## src/design/erwc_pkg.sv

```systemverilog
// ----------------------------------------------------------------------------
// erwc_pkg
// types and constants of the e-paper refresh wait controller
// ----------------------------------------------------------------------------
`timescale 1ns / 1ps

package erwc_pkg;

   localparam int TIMER_BITS_DEF = 26;
   localparam int CFG_BITS       = 26;
   localparam int CSR_ADDR_BITS  = 5;
   localparam int CSR_DATA_BITS  = 32;
   localparam int CSR_IDX_BITS   = 3;

   localparam logic [CFG_BITS-1:0] BUSY_ASSERT_LIMIT_RST = 26'd2000000;
   localparam logic [CFG_BITS-1:0] REFRESH_LIMIT_RST     = 26'd60000000;
   localparam logic [CFG_BITS-1:0] FALLBACK_DELAY_RST    = 26'd30000000;
   localparam logic [CFG_BITS-1:0] POWER_OFF_SETTLE_RST  = 26'd100000;
   localparam logic [CFG_BITS-1:0] POWER_OFF_LIMIT_RST   = 26'd30000000;

   localparam logic [CSR_IDX_BITS-1:0] CSR_BUSY_ASSERT_LIMIT = 3'd0;
   localparam logic [CSR_IDX_BITS-1:0] CSR_REFRESH_LIMIT     = 3'd1;
   localparam logic [CSR_IDX_BITS-1:0] CSR_FALLBACK_DELAY    = 3'd2;
   localparam logic [CSR_IDX_BITS-1:0] CSR_POWER_OFF_SETTLE  = 3'd3;
   localparam logic [CSR_IDX_BITS-1:0] CSR_POWER_OFF_LIMIT   = 3'd4;

   typedef enum logic [2:0] {
      PH_IDLE       = 3'd0,
      PH_AWAIT_BUSY = 3'd1,
      PH_AWAIT_DONE = 3'd2,
      PH_POWER_OFF  = 3'd3,
      PH_FALLBACK   = 3'd4
   } phase_type;

   typedef enum logic [1:0] {
      CMD_TICK       = 2'd0,
      CMD_REFRESH    = 2'd1,
      CMD_SLEEP      = 2'd2,
      CMD_BOOT_POWER = 2'd3
   } cmd_type;

   typedef enum logic [1:0] {
      OUT_NONE     = 2'd0,
      OUT_RELEASED = 2'd1,
      OUT_TIMEOUT  = 2'd2
   } outcome_type;

endpackage

```

## src/design/epaper_refresh_wait_controller_core.sv

```systemverilog
// ----------------------------------------------------------------------------
// epaper_refresh_wait_controller_core
// a result beat is registered and appears in the cycle after its request is taken
// throughput: one request beat per cycle unless the result stalls, set by
// the single phase/counter update; stalled results hold, refill as drained
// reset: synchronous, phase idle, tick counter zero, limits at default values
// ----------------------------------------------------------------------------
`timescale 1ns / 1ps

module epaper_refresh_wait_controller_core #(
   parameter int TIMER_BITS = erwc_pkg::TIMER_BITS_DEF
) (
   input  logic                                clock,
   input  logic                                reset,
   input  logic                                req_valid,
   output logic                                req_ready,
   input  logic [1:0]                          req_cmd,
   input  logic                                req_busy_req,
   output logic                                rsp_valid,
   input  logic                                rsp_ready,
   output logic [2:0]                          rsp_phase,
   output logic                                rsp_send_power_off,
   output logic                                rsp_send_deep_sleep,
   output logic [1:0]                          rsp_outcome,
   output logic                                rsp_refresh_fault,
   input  logic                                csr_psel,
   input  logic                                csr_penable,
   input  logic                                csr_pwrite,
   input  logic [erwc_pkg::CSR_ADDR_BITS-1:0]  csr_paddr,
   input  logic [erwc_pkg::CSR_DATA_BITS-1:0]  csr_pwdata,
   output logic [erwc_pkg::CSR_DATA_BITS-1:0]  csr_prdata,
   output logic                                csr_pready
);
   import erwc_pkg::*;

   localparam int CMP_BITS = (TIMER_BITS > CFG_BITS) ? TIMER_BITS : CFG_BITS;

   logic [CFG_BITS-1:0]     busy_assert_limit_ff;
   logic [CFG_BITS-1:0]     refresh_limit_ff;
   logic [CFG_BITS-1:0]     fallback_delay_ff;
   logic [CFG_BITS-1:0]     power_off_settle_ff;
   logic [CFG_BITS-1:0]     power_off_limit_ff;

   phase_type               phase_ff, phase_in;
   logic [TIMER_BITS-1:0]   elapsed_ff, elapsed_in;

   logic                    rsp_valid_ff;
   phase_type               rsp_phase_ff, rsp_phase_in;
   logic                    rsp_power_off_ff, rsp_power_off_in;
   logic                    rsp_deep_sleep_ff, rsp_deep_sleep_in;
   outcome_type             rsp_outcome_ff, rsp_outcome_in;
   logic                    rsp_fault_ff, rsp_fault_in;

   logic                    req_fire;
   logic                    csr_write;
   logic [CSR_IDX_BITS-1:0] csr_idx;
   logic [TIMER_BITS-1:0]   tick_count;
   logic [CMP_BITS-1:0]     tick_wide;
   logic                    busy_assert_passed;
   logic                    refresh_passed;
   logic                    fallback_passed;
   logic                    settle_passed;
   logic                    power_off_passed;
   cmd_type                 cmd;

   // register port
   assign csr_pready = 1'b1;
   assign csr_write  = csr_psel && csr_penable && csr_pwrite;
   assign csr_idx    = csr_paddr[CSR_ADDR_BITS-1:2];

   always_ff @(posedge clock) begin
      if (reset) begin
         busy_assert_limit_ff <= BUSY_ASSERT_LIMIT_RST;
         refresh_limit_ff     <= REFRESH_LIMIT_RST;
         fallback_delay_ff    <= FALLBACK_DELAY_RST;
         power_off_settle_ff  <= POWER_OFF_SETTLE_RST;
         power_off_limit_ff   <= POWER_OFF_LIMIT_RST;
      end else if (csr_write) begin
         unique case (csr_idx)
            CSR_BUSY_ASSERT_LIMIT: busy_assert_limit_ff <= csr_pwdata[CFG_BITS-1:0];
            CSR_REFRESH_LIMIT:     refresh_limit_ff     <= csr_pwdata[CFG_BITS-1:0];
            CSR_FALLBACK_DELAY:    fallback_delay_ff    <= csr_pwdata[CFG_BITS-1:0];
            CSR_POWER_OFF_SETTLE:  power_off_settle_ff  <= csr_pwdata[CFG_BITS-1:0];
            CSR_POWER_OFF_LIMIT:   power_off_limit_ff   <= csr_pwdata[CFG_BITS-1:0];
            default: ;
         endcase
      end
   end

   always_comb begin
      unique case (csr_idx)
         CSR_BUSY_ASSERT_LIMIT: csr_prdata = CSR_DATA_BITS'(busy_assert_limit_ff);
         CSR_REFRESH_LIMIT:     csr_prdata = CSR_DATA_BITS'(refresh_limit_ff);
         CSR_FALLBACK_DELAY:    csr_prdata = CSR_DATA_BITS'(fallback_delay_ff);
         CSR_POWER_OFF_SETTLE:  csr_prdata = CSR_DATA_BITS'(power_off_settle_ff);
         CSR_POWER_OFF_LIMIT:   csr_prdata = CSR_DATA_BITS'(power_off_limit_ff);
         default:               csr_prdata = '0;
      endcase
   end

   // handshake
   assign req_ready = !rsp_valid_ff || rsp_ready;
   assign req_fire  = req_valid && req_ready;
   assign cmd       = cmd_type'(req_cmd);

   // saturating tick count and limit compares
   assign tick_count = (&elapsed_ff) ? elapsed_ff : elapsed_ff + 1'b1;
   assign tick_wide  = CMP_BITS'(tick_count);

   assign busy_assert_passed = tick_wide > CMP_BITS'(busy_assert_limit_ff);
   assign refresh_passed     = tick_wide > CMP_BITS'(refresh_limit_ff);
   assign fallback_passed    = tick_wide > CMP_BITS'(fallback_delay_ff);
   assign settle_passed      = tick_wide > CMP_BITS'(power_off_settle_ff);
   assign power_off_passed   = tick_wide > CMP_BITS'(power_off_limit_ff);

   always_comb begin
      phase_in          = phase_ff;
      elapsed_in        = elapsed_ff;
      rsp_power_off_in  = 1'b0;
      rsp_deep_sleep_in = 1'b0;
      rsp_outcome_in    = OUT_NONE;
      rsp_fault_in      = 1'b0;
      unique case (cmd)
         CMD_TICK: begin
            elapsed_in = tick_count;
            unique case (phase_ff)
               PH_IDLE: ;
               PH_AWAIT_BUSY: begin
                  if (req_busy_req) begin
                     phase_in   = PH_AWAIT_DONE;
                     elapsed_in = '0;
                  end else if (busy_assert_passed) begin
                     phase_in   = PH_FALLBACK;
                     elapsed_in = '0;
                  end
               end
               PH_AWAIT_DONE: begin
                  if (!req_busy_req || refresh_passed) begin
                     phase_in         = PH_POWER_OFF;
                     elapsed_in       = '0;
                     rsp_power_off_in = 1'b1;
                     rsp_fault_in     = req_busy_req;
                  end
               end
               PH_FALLBACK: begin
                  if (fallback_passed) begin
                     phase_in         = PH_POWER_OFF;
                     elapsed_in       = '0;
                     rsp_power_off_in = 1'b1;
                  end
               end
               PH_POWER_OFF: begin
                  if (settle_passed && !req_busy_req) begin
                     phase_in          = PH_IDLE;
                     elapsed_in        = '0;
                     rsp_deep_sleep_in = 1'b1;
                     rsp_outcome_in    = OUT_RELEASED;
                  end else if (power_off_passed) begin
                     phase_in          = PH_IDLE;
                     elapsed_in        = '0;
                     rsp_deep_sleep_in = 1'b1;
                     rsp_outcome_in    = OUT_TIMEOUT;
                  end
               end
               default: begin
                  phase_in         = PH_POWER_OFF;
                  elapsed_in       = '0;
                  rsp_power_off_in = 1'b1;
                  rsp_fault_in     = 1'b1;
               end
            endcase
         end
         CMD_REFRESH: begin
            if (phase_ff == PH_IDLE) begin
               phase_in   = PH_AWAIT_BUSY;
               elapsed_in = '0;
            end
         end
         CMD_SLEEP: begin
            if (phase_ff != PH_IDLE) begin
               phase_in         = PH_POWER_OFF;
               elapsed_in       = '0;
               rsp_power_off_in = 1'b1;
            end
         end
         CMD_BOOT_POWER: begin
            phase_in         = PH_POWER_OFF;
            elapsed_in       = '0;
            rsp_power_off_in = 1'b1;
         end
      endcase
      rsp_phase_in = phase_in;
   end

   // state and result register
   always_ff @(posedge clock) begin
      if (reset) begin
         phase_ff     <= PH_IDLE;
         elapsed_ff   <= '0;
         rsp_valid_ff <= 1'b0;
      end else begin
         if (req_fire) begin
            phase_ff   <= phase_in;
            elapsed_ff <= elapsed_in;
         end
         if (req_fire) begin
            rsp_valid_ff <= 1'b1;
         end else if (rsp_ready) begin
            rsp_valid_ff <= 1'b0;
         end
      end
   end

   always_ff @(posedge clock) begin
      if (req_fire) begin
         rsp_phase_ff      <= rsp_phase_in;
         rsp_power_off_ff  <= rsp_power_off_in;
         rsp_deep_sleep_ff <= rsp_deep_sleep_in;
         rsp_outcome_ff    <= rsp_outcome_in;
         rsp_fault_ff      <= rsp_fault_in;
      end
   end

   assign rsp_valid           = rsp_valid_ff;
   assign rsp_phase           = rsp_phase_ff;
   assign rsp_send_power_off  = rsp_power_off_ff;
   assign rsp_send_deep_sleep = rsp_deep_sleep_ff;
   assign rsp_outcome         = rsp_outcome_ff;
   assign rsp_refresh_fault   = rsp_fault_ff;

endmodule

```

## config.mk

```make
export PLATFORM = sky130hd
export DESIGN_NAME = epaper_refresh_wait_controller_core
export DESIGN_NICKNAME = d
export VERILOG_FILES = /design/src/design/erwc_pkg.sv /design/src/design/epaper_refresh_wait_controller_core.sv
export SDC_FILE = /design/constraint.sdc
export NUM_CORES = 1
export LEC_CHECK = 0
export BUFFER_PORTS_ARGS = -buffer_cell sky130_fd_sc_hd__buf_2
export CAP_MARGIN = 10
export CORE_MARGIN = 1
export CORE_UTILIZATION = 55
export CTS_CLUSTER_DIAMETER = 80
export DETAILED_ROUTE_END_ITERATION = 12
export PLACE_DENSITY_LB_ADDON = 0.2
export SLEW_MARGIN = 5
export SYNTH_ARGS = -nofsm -noshare
export SYNTH_HDL_FRONTEND = slang
export SYNTH_SLANG_ARGS = --single-unit
export TNS_END_PERCENT = 30
```

## constraint.sdc

```tcl
create_clock -name clock -period 4.1 [get_ports clock]
set_input_delay 0 -clock clock [delete_from_list [all_inputs] [get_ports clock]]
set_output_delay 0 -clock clock [all_outputs]
set_load 0.03 [all_outputs]
```

After elaboration in Yosys (flattened, before gate mapping)
Cells that the tools add are included.
{"block": "classes", "magnitude_cmp": 5, "eq_ne": 13, "mux": 35, "add_sub_neg": 1, "n_bitwise": 2, "reduce_logical": 24}
{"op": "$pmux W26 S5", "n": 2}
{"op": "$mux W26", "n": 9}
{"op": "$gt A26 B26 Y1", "n": 5}
{"op": "$pmux W26 S4", "n": 1}
{"op": "$add A26 B1 Y26 const B", "n": 1}
{"op": "$reduce_and A26 Y1", "n": 1}
{"op": "$mux W3", "n": 8}
{"op": "$pmux W3 S5", "n": 1}
{"op": "$eq A3 B2 Y1 const B", "n": 4}
{"op": "$pmux W3 S4", "n": 1}
{"op": "$reduce_and A2 Y1", "n": 6}
{"op": "$mux W1", "n": 9}
{"op": "$eq A3 B1 Y1 const B", "n": 2}
{"op": "$eq A3 B3 Y1 const B", "n": 2}
{"op": "$logic_not A3 Y1", "n": 2}
{"op": "$pmux W1 S3", "n": 2}
{"op": "$reduce_or A3 Y1", "n": 2}
{"op": "$eq A2 B2 Y1 const B", "n": 2}
{"op": "$logic_and A1 B1 Y1", "n": 4}
{"op": "$ne A2 B2 Y1 const B", "n": 2}
{"op": "$reduce_or A4 Y1", "n": 1}
{"op": "$reduce_and A3 Y1", "n": 1}
{"op": "$reduce_bool A3 Y1", "n": 1}
{"op": "$eq A2 B1 Y1 const B", "n": 1}
{"op": "7 further kinds", "n": 10}
{"block": "word_totals", "regBits": 168, "inputBits": 47, "output_inout_bits": 43}

Logic depth before layout (Yosys ltp)
{"block": "logic_depth", "ltp_word": 7, "ltp_mapped": 21, "mapped_depth_nobuf": 18}

Worst setup path after synthesis
OpenSTA, ideal clock, no wires.
{"block": "synth_timing", "path_type": "flip-flop to flip-flop", "startpoint": "register elapsed_ff[13]", "endpoint": "register phase_ff[2]", "synth_period_minus_slack_ns": 4.128, "setup_slack_ns": -0.028, "path_buffers": 2, "arrival_ns": 4.057, "stages_incl_launch_ff": 19, "t_required_ns": 4.030, "path_cell_list": "dfxtp_1 > and4_1 > and3_1 > buf_2 > and4_4 > and4_1 > buf_6 > nor2b_2 > and3_1 > xor2_1 > ha_1 > and2_1 > a221o_1 > a2111oi_4 > nand2_1 > a21oi_2 > a21oi_1 > or4_1 > a21oi_1"}
{"block": "synth_via", "elab_chain_len": 7, "elab_cells_between_ends": 18, "classes_between": "add/sub (1); order compare (5); mux (9); reduce/logical (3)"}
{"element": "from (decl)", "line_no": "epaper_refresh_wait_controller_core.sv:45", "source": "logic [TIMER_BITS-1:0] elapsed_ff, elapsed_in;"}
{"element": "from (signal assigned)", "line_no": "epaper_refresh_wait_controller_core.sv:204", "source": "elapsed_ff <= elapsed_in;"}
{"element": "$add A26 B1 Y26 / $reduce_and A26 Y1 (equally long branches)", "line_no": "epaper_refresh_wait_controller_core.sv:107", "source": "assign tick_count = (&elapsed_ff) ? elapsed_ff : elapsed_ff + 1'b1;"}
{"element": "$mux W26 (*)", "line_no": "epaper_refresh_wait_controller_core.sv:107"}
{"element": "$gt A26 B26 Y1 (on tied branches)"}
{"element": "$mux W3 (tied with other cells)", "line_no": "epaper_refresh_wait_controller_core.sv:158", "source": "end else if (power_off_passed) begin"}
{"element": "$mux W3 (on tied branches)", "line_no": "epaper_refresh_wait_controller_core.sv:153, epaper_refresh_wait_controller_core.sv:129, epaper_refresh_wait_controller_core.sv:138"}
{"element": "$pmux W3 S5 (*)", "line_no": "epaper_refresh_wait_controller_core.sv:126", "source": "unique case (phase_ff)"}
{"element": "$pmux W3 S4 (*)", "line_no": "epaper_refresh_wait_controller_core.sv:123", "source": "unique case (cmd)"}
{"element": "to (signal assigned)", "line_no": "epaper_refresh_wait_controller_core.sv:203", "source": "phase_ff <= phase_in;"}
{"element": "to (decl)", "line_no": "epaper_refresh_wait_controller_core.sv:44", "source": "phase_type phase_ff, phase_in;"}
Mark *: on every way between the ends. The rest lies on a longest branch, timed or not.
A chain may end at the register's enable or synchronous reset.

Final worst setup path
{"block": "layout_timing", "startpoint": "register elapsed_ff[11]", "endpoint": "register elapsed_ff[9]"}
{"block": "layout_via", "elab_chain_len": 7, "elab_cells_between_ends": 18, "classes_between": "add/sub (1); order compare (5); mux (9); reduce/logical (3)"}
{"element": "$add A26 B1 Y26 / $reduce_and A26 Y1 (equally long branches)", "line_no": "epaper_refresh_wait_controller_core.sv:107"}
{"element": "$mux W26 (*)", "line_no": "epaper_refresh_wait_controller_core.sv:107"}
{"element": "$gt A26 B26 Y1 (on tied branches)"}
{"element": "$mux W26 (tied with other cells)", "line_no": "epaper_refresh_wait_controller_core.sv:158"}
{"element": "$mux W26 (on tied branches)", "line_no": "epaper_refresh_wait_controller_core.sv:153, epaper_refresh_wait_controller_core.sv:129, epaper_refresh_wait_controller_core.sv:138"}
{"element": "$pmux W26 S5 (*)", "line_no": "epaper_refresh_wait_controller_core.sv:126"}
{"element": "$pmux W26 S4 (*)", "line_no": "epaper_refresh_wait_controller_core.sv:123"}
Marked as above.

==> flow_summary.yaml <==
global_routing:
  antenna_found_initial: 0
  grt_max_degree: 64
  track_usage_pct: 36.4
  grt_pass1_vias: 10600
  grt_pass1_wl_um: 56200
  grt_overflow: 0
yosys:
  avgSynthCellArea_um2: 7.77
  yosys.area_share.adder_pct: 15.2
  synth_mux_area_share_pct: 2.84
  synthFlopType: "dfxtp_1"
  synth_compound_area_share_pct: 21.0
  syn_area_um2: 10800
  synth_seq_area_share_pct: 32.0
  netlist.area_leader.share_pct: 29.8
  synth_area_leaders: "dfxtp_1, ha_1, nand2_1, a21oi_1, inv_1"
  synth_xor_area_share_pct: 1.71
  ys_ff_latch: 168
  yosysWarnings: 0
  synth.distinct_cells: 68
  synth-async-reset-ratio_pct: 0
  yosys.area_share.simple_pct: 19.3
  synthCells: 1386
  synth-edff-count: 8
  synth_top_family_by_area: "compound AO/OA/AOI/OAI gates"
  yosys.area.top_type: "dfxtp_1"
floorplanning:
  fp.dieH_um: 142
  pin_count: 90
  die_w_um: 142
  coreArea_um2: 19000
  rows: 50
  start_util_pct: 56.8
  dieArea_um2: 20100
detailed_routing:
  via_per_inst: 5.91
  drc_errors: 0
  first_pass_iters: 6
  wl_per_cell_um: 19.3
  ant_nets: 0
  routed-via-count: 11000
  drt_iter0_markers: 1004
  drt-total-wl_um: 35800
sta:
  worst_slack_ps: -241
  slew_headroom_pct: 22.3
  finalMaxSlewViolations: 0
  tightest_slew_ps: 1160
  rsz0062_at_grt: "yes"
  setup_viol: 32
  fin_worst_skew_ps: 13.4
  fin_crit_ps: 4340
  finalHoldViolCount: 0
  min_period_over_period_pct: 106
  fmax_ghz: 0.230
final_layout:
  fin_area_um2: 13700
  antenna_cells: 0
  nets: 1767
  areaGrowthSynthToFinish_pct: 26.9
  drive_gt1_share_pct: 20.3
setup_path:
  required_ps: 4430
  critical_path_arrival_ps: 4670
  cp_max_fo: 8
  critical_path_class: "reg2reg"
  setup.worst_path.start_class: "register"
  end_kind: "register"
clock_network:
  clockBufferDepth: 2
  cts_sinks: 168
  cts_buffers: 17
  cts_tree: "yes"
  insertion_delay_ps: 440
  cts.clk_slew.worst_paths_ps: 70
  h-tree-depth: 4
  cts-root-buf: "clkbuf_16"
flow_run:
  maxCapViolCount: 0
placement:
  hpwl_um: 24800
  port_buffers: 74
  routabilityCongestion: 0.940
  dpl_cell_area_um2: 12200
outcome:
  outcome: "finished with violations"
  violations: "negative setup slack"
power:
  p_per_area_nw_per_um2: 268
  ir_drop_uv: 270
  leakage_nw: 5.95
  power_mw: 3.66
worst_hold_path:
  hp-class: "in2reg"
[metrics by stage]
| stage | std cells | worst slack, ps | hold slack [ps] | util (%) | setup TNS [ps] |
|---|---|---|---|---|---|
| 6_report | 1862 | -241 | 23.1 | 72.1 | -4990 |
| 5_1_grt | 1862 | -407 | 58.7 | 72.1 | -9870 |
| 4_1_cts | 1859 | -98.9 | 6.07 | 71.3 | -955 |
| 3_5_place_dp | 1783 | -861 | 256 | 64.4 | -23370 |
| 3_3_place_gp | 1783 | -733 | 252 | 64.4 | -20270 |
| 2_1_floorplan | 1391 | -14.8 | 129 | - | -56.5 |
[cell type report]
class	count	area, um2
multi-input cells	1008	6940
inverters	141	529
clock buffers	18	439
repair buffers	253	1840
clock inverters	14	138
fillers	1465	5300
well taps	260	325
flip-flops and latches	168	3440
[power breakdown]
part / switching (mW) / total [mW] / internal [mW]
Combinational: 0.248 / 0.375 / 0.127
Sequential: 0.0157 / 1.68 / 1.66
Clock: 0.743 / 1.61 / 0.867
Total: 1.01 / 3.66 / 2.66
[repair_timing]
item                       4_1_cts  5_1_grt
hold endpoints to repair       134        0
cloned                           0        0
setup endpoints to repair       35       35
pin swaps                       17       17
setup buffers                    7        3
hold buffers                    41        0
resized for setup               56       22
[flip-flops by register name, indices dropped and copies added, names as in the netlist]
register,cells
elapsed_ff,26
rsp_refresh_fault,1
rsp_outcome,2
power_off_settle_ff,26
rsp_valid,1
rsp_phase,3
rsp_send_deep_sleep,1
refresh_limit_ff,26
power_off_limit_ff,26
rsp_send_power_off,1
phase_ff,3
fallback_delay_ff,26
busy_assert_limit_ff,26
[placed cells by master, fill, tap and decap left out, types with 4 or more instances in the layout]
| cell | n |
|---|---|
| a211oi_1 | 8 |
| a21o_1 | 6 |
| a21oi_1 | 137 |
| a21oi_2 | 5 |
| a221o_1 | 26 |
| a31oi_1 | 15 |
| a32o_1 | 13 |
| and3_1 | 5 |
| and3_4 | 4 |
| buf_2 | 73 |
| buf_4 | 133 |
| buf_6 | 6 |
| clkbuf_16 | 17 |
| clkinvlp_4 | 4 |
| conb_1 | 7 |
| dfxtp_1 | 159 |
| dlygate4sd3_1 | 41 |
| edfxtp_1 | 8 |
| ha_1 | 129 |
| inv_1 | 139 |
| inv_6 | 5 |
| mux2i_1 | 26 |
| nand2_1 | 304 |
| nand2b_1 | 6 |
| nand3_1 | 23 |
| nand3_2 | 5 |
| nand4_1 | 26 |
| nor2_1 | 34 |
| nor2b_1 | 8 |
| nor3_1 | 12 |
| nor3_2 | 9 |
| nor4_2 | 5 |
| o211ai_1 | 51 |
| o21a_1 | 4 |
| o21ai_0 | 51 |
| o21ai_2 | 4 |
| xnor2_1 | 8 |
| xnor2_2 | 6 |
[cell families after synthesis]
logic type / count (synthesis)
simple gates: 470
compound gates: 350
buf+inv: 215
flops: 168
fa+ha+maj: 131
mux: 29
xor+xnor: 21
other cells: 2
[cells in the mapped netlist (4+ instances only)]
cell type and count:
a21o_1 6, inv_1 139, a31oi_1 17, buf_1 5
a221o_1 26, o21ai_0 55, o211ai_1 51, a32o_1 13
ha_1 131, clkbuf_1 55, or2_2 4, buf_2 6
edfxtp_1 8, nor3_1 23, buf_4 7, nand4_1 26
o21a_1 4, nor2b_1 8, xnor2_1 15, mux2i_1 26
nor2_1 37, dfxtp_1 160, and3_1 8, xor2_1 6
nand2_1 305, nand3_1 26, nand2b_1 6, nor4_1 6
a21oi_1 141, a211oi_1 8
[worst paths after layout]
check,start,slack (ps),depth (start not counted),end
max reg2reg,elapsed_ff[11],-240,20,elapsed_ff[9]
max,elapsed_ff[11],-240,20,elapsed_ff[9]
min,req_cmd[0],20,4,rsp_phase[0]
min reg2reg,power_off_limit_ff[25],470,2,power_off_limit_ff[25]
[metal layers]
metal | part of all wire (%) | track usage [%] | vias to the layer above
li1 | - | - | 5243
met1 | 40 | 43.8 | 5150
met2 | 48 | 61.5 | 516
met3 | 7.1 | 5.87 | 101
met4 | 5.1 | 21.4 | 0
met5 | 0 | 0 | -
[critical path: stages (launching register included)]
cell      delay, ps
dfxtp_2         330
and4_1          190
and3_4          150
and4_4          140
and4_4          200
buf_6           120
nand2b_4        180
nor3_4          330
xor2_4          300
buf_6           160
ha_4            130
nand4_1         190
nor4_4          440
a221oi_1        160
o21ai_2         160
o22ai_4         150
a32oi_2         230
o21ai_2         100
buf_6           150
buf_4           150
a32o_1          240
(Power assumes the default switching activity.)
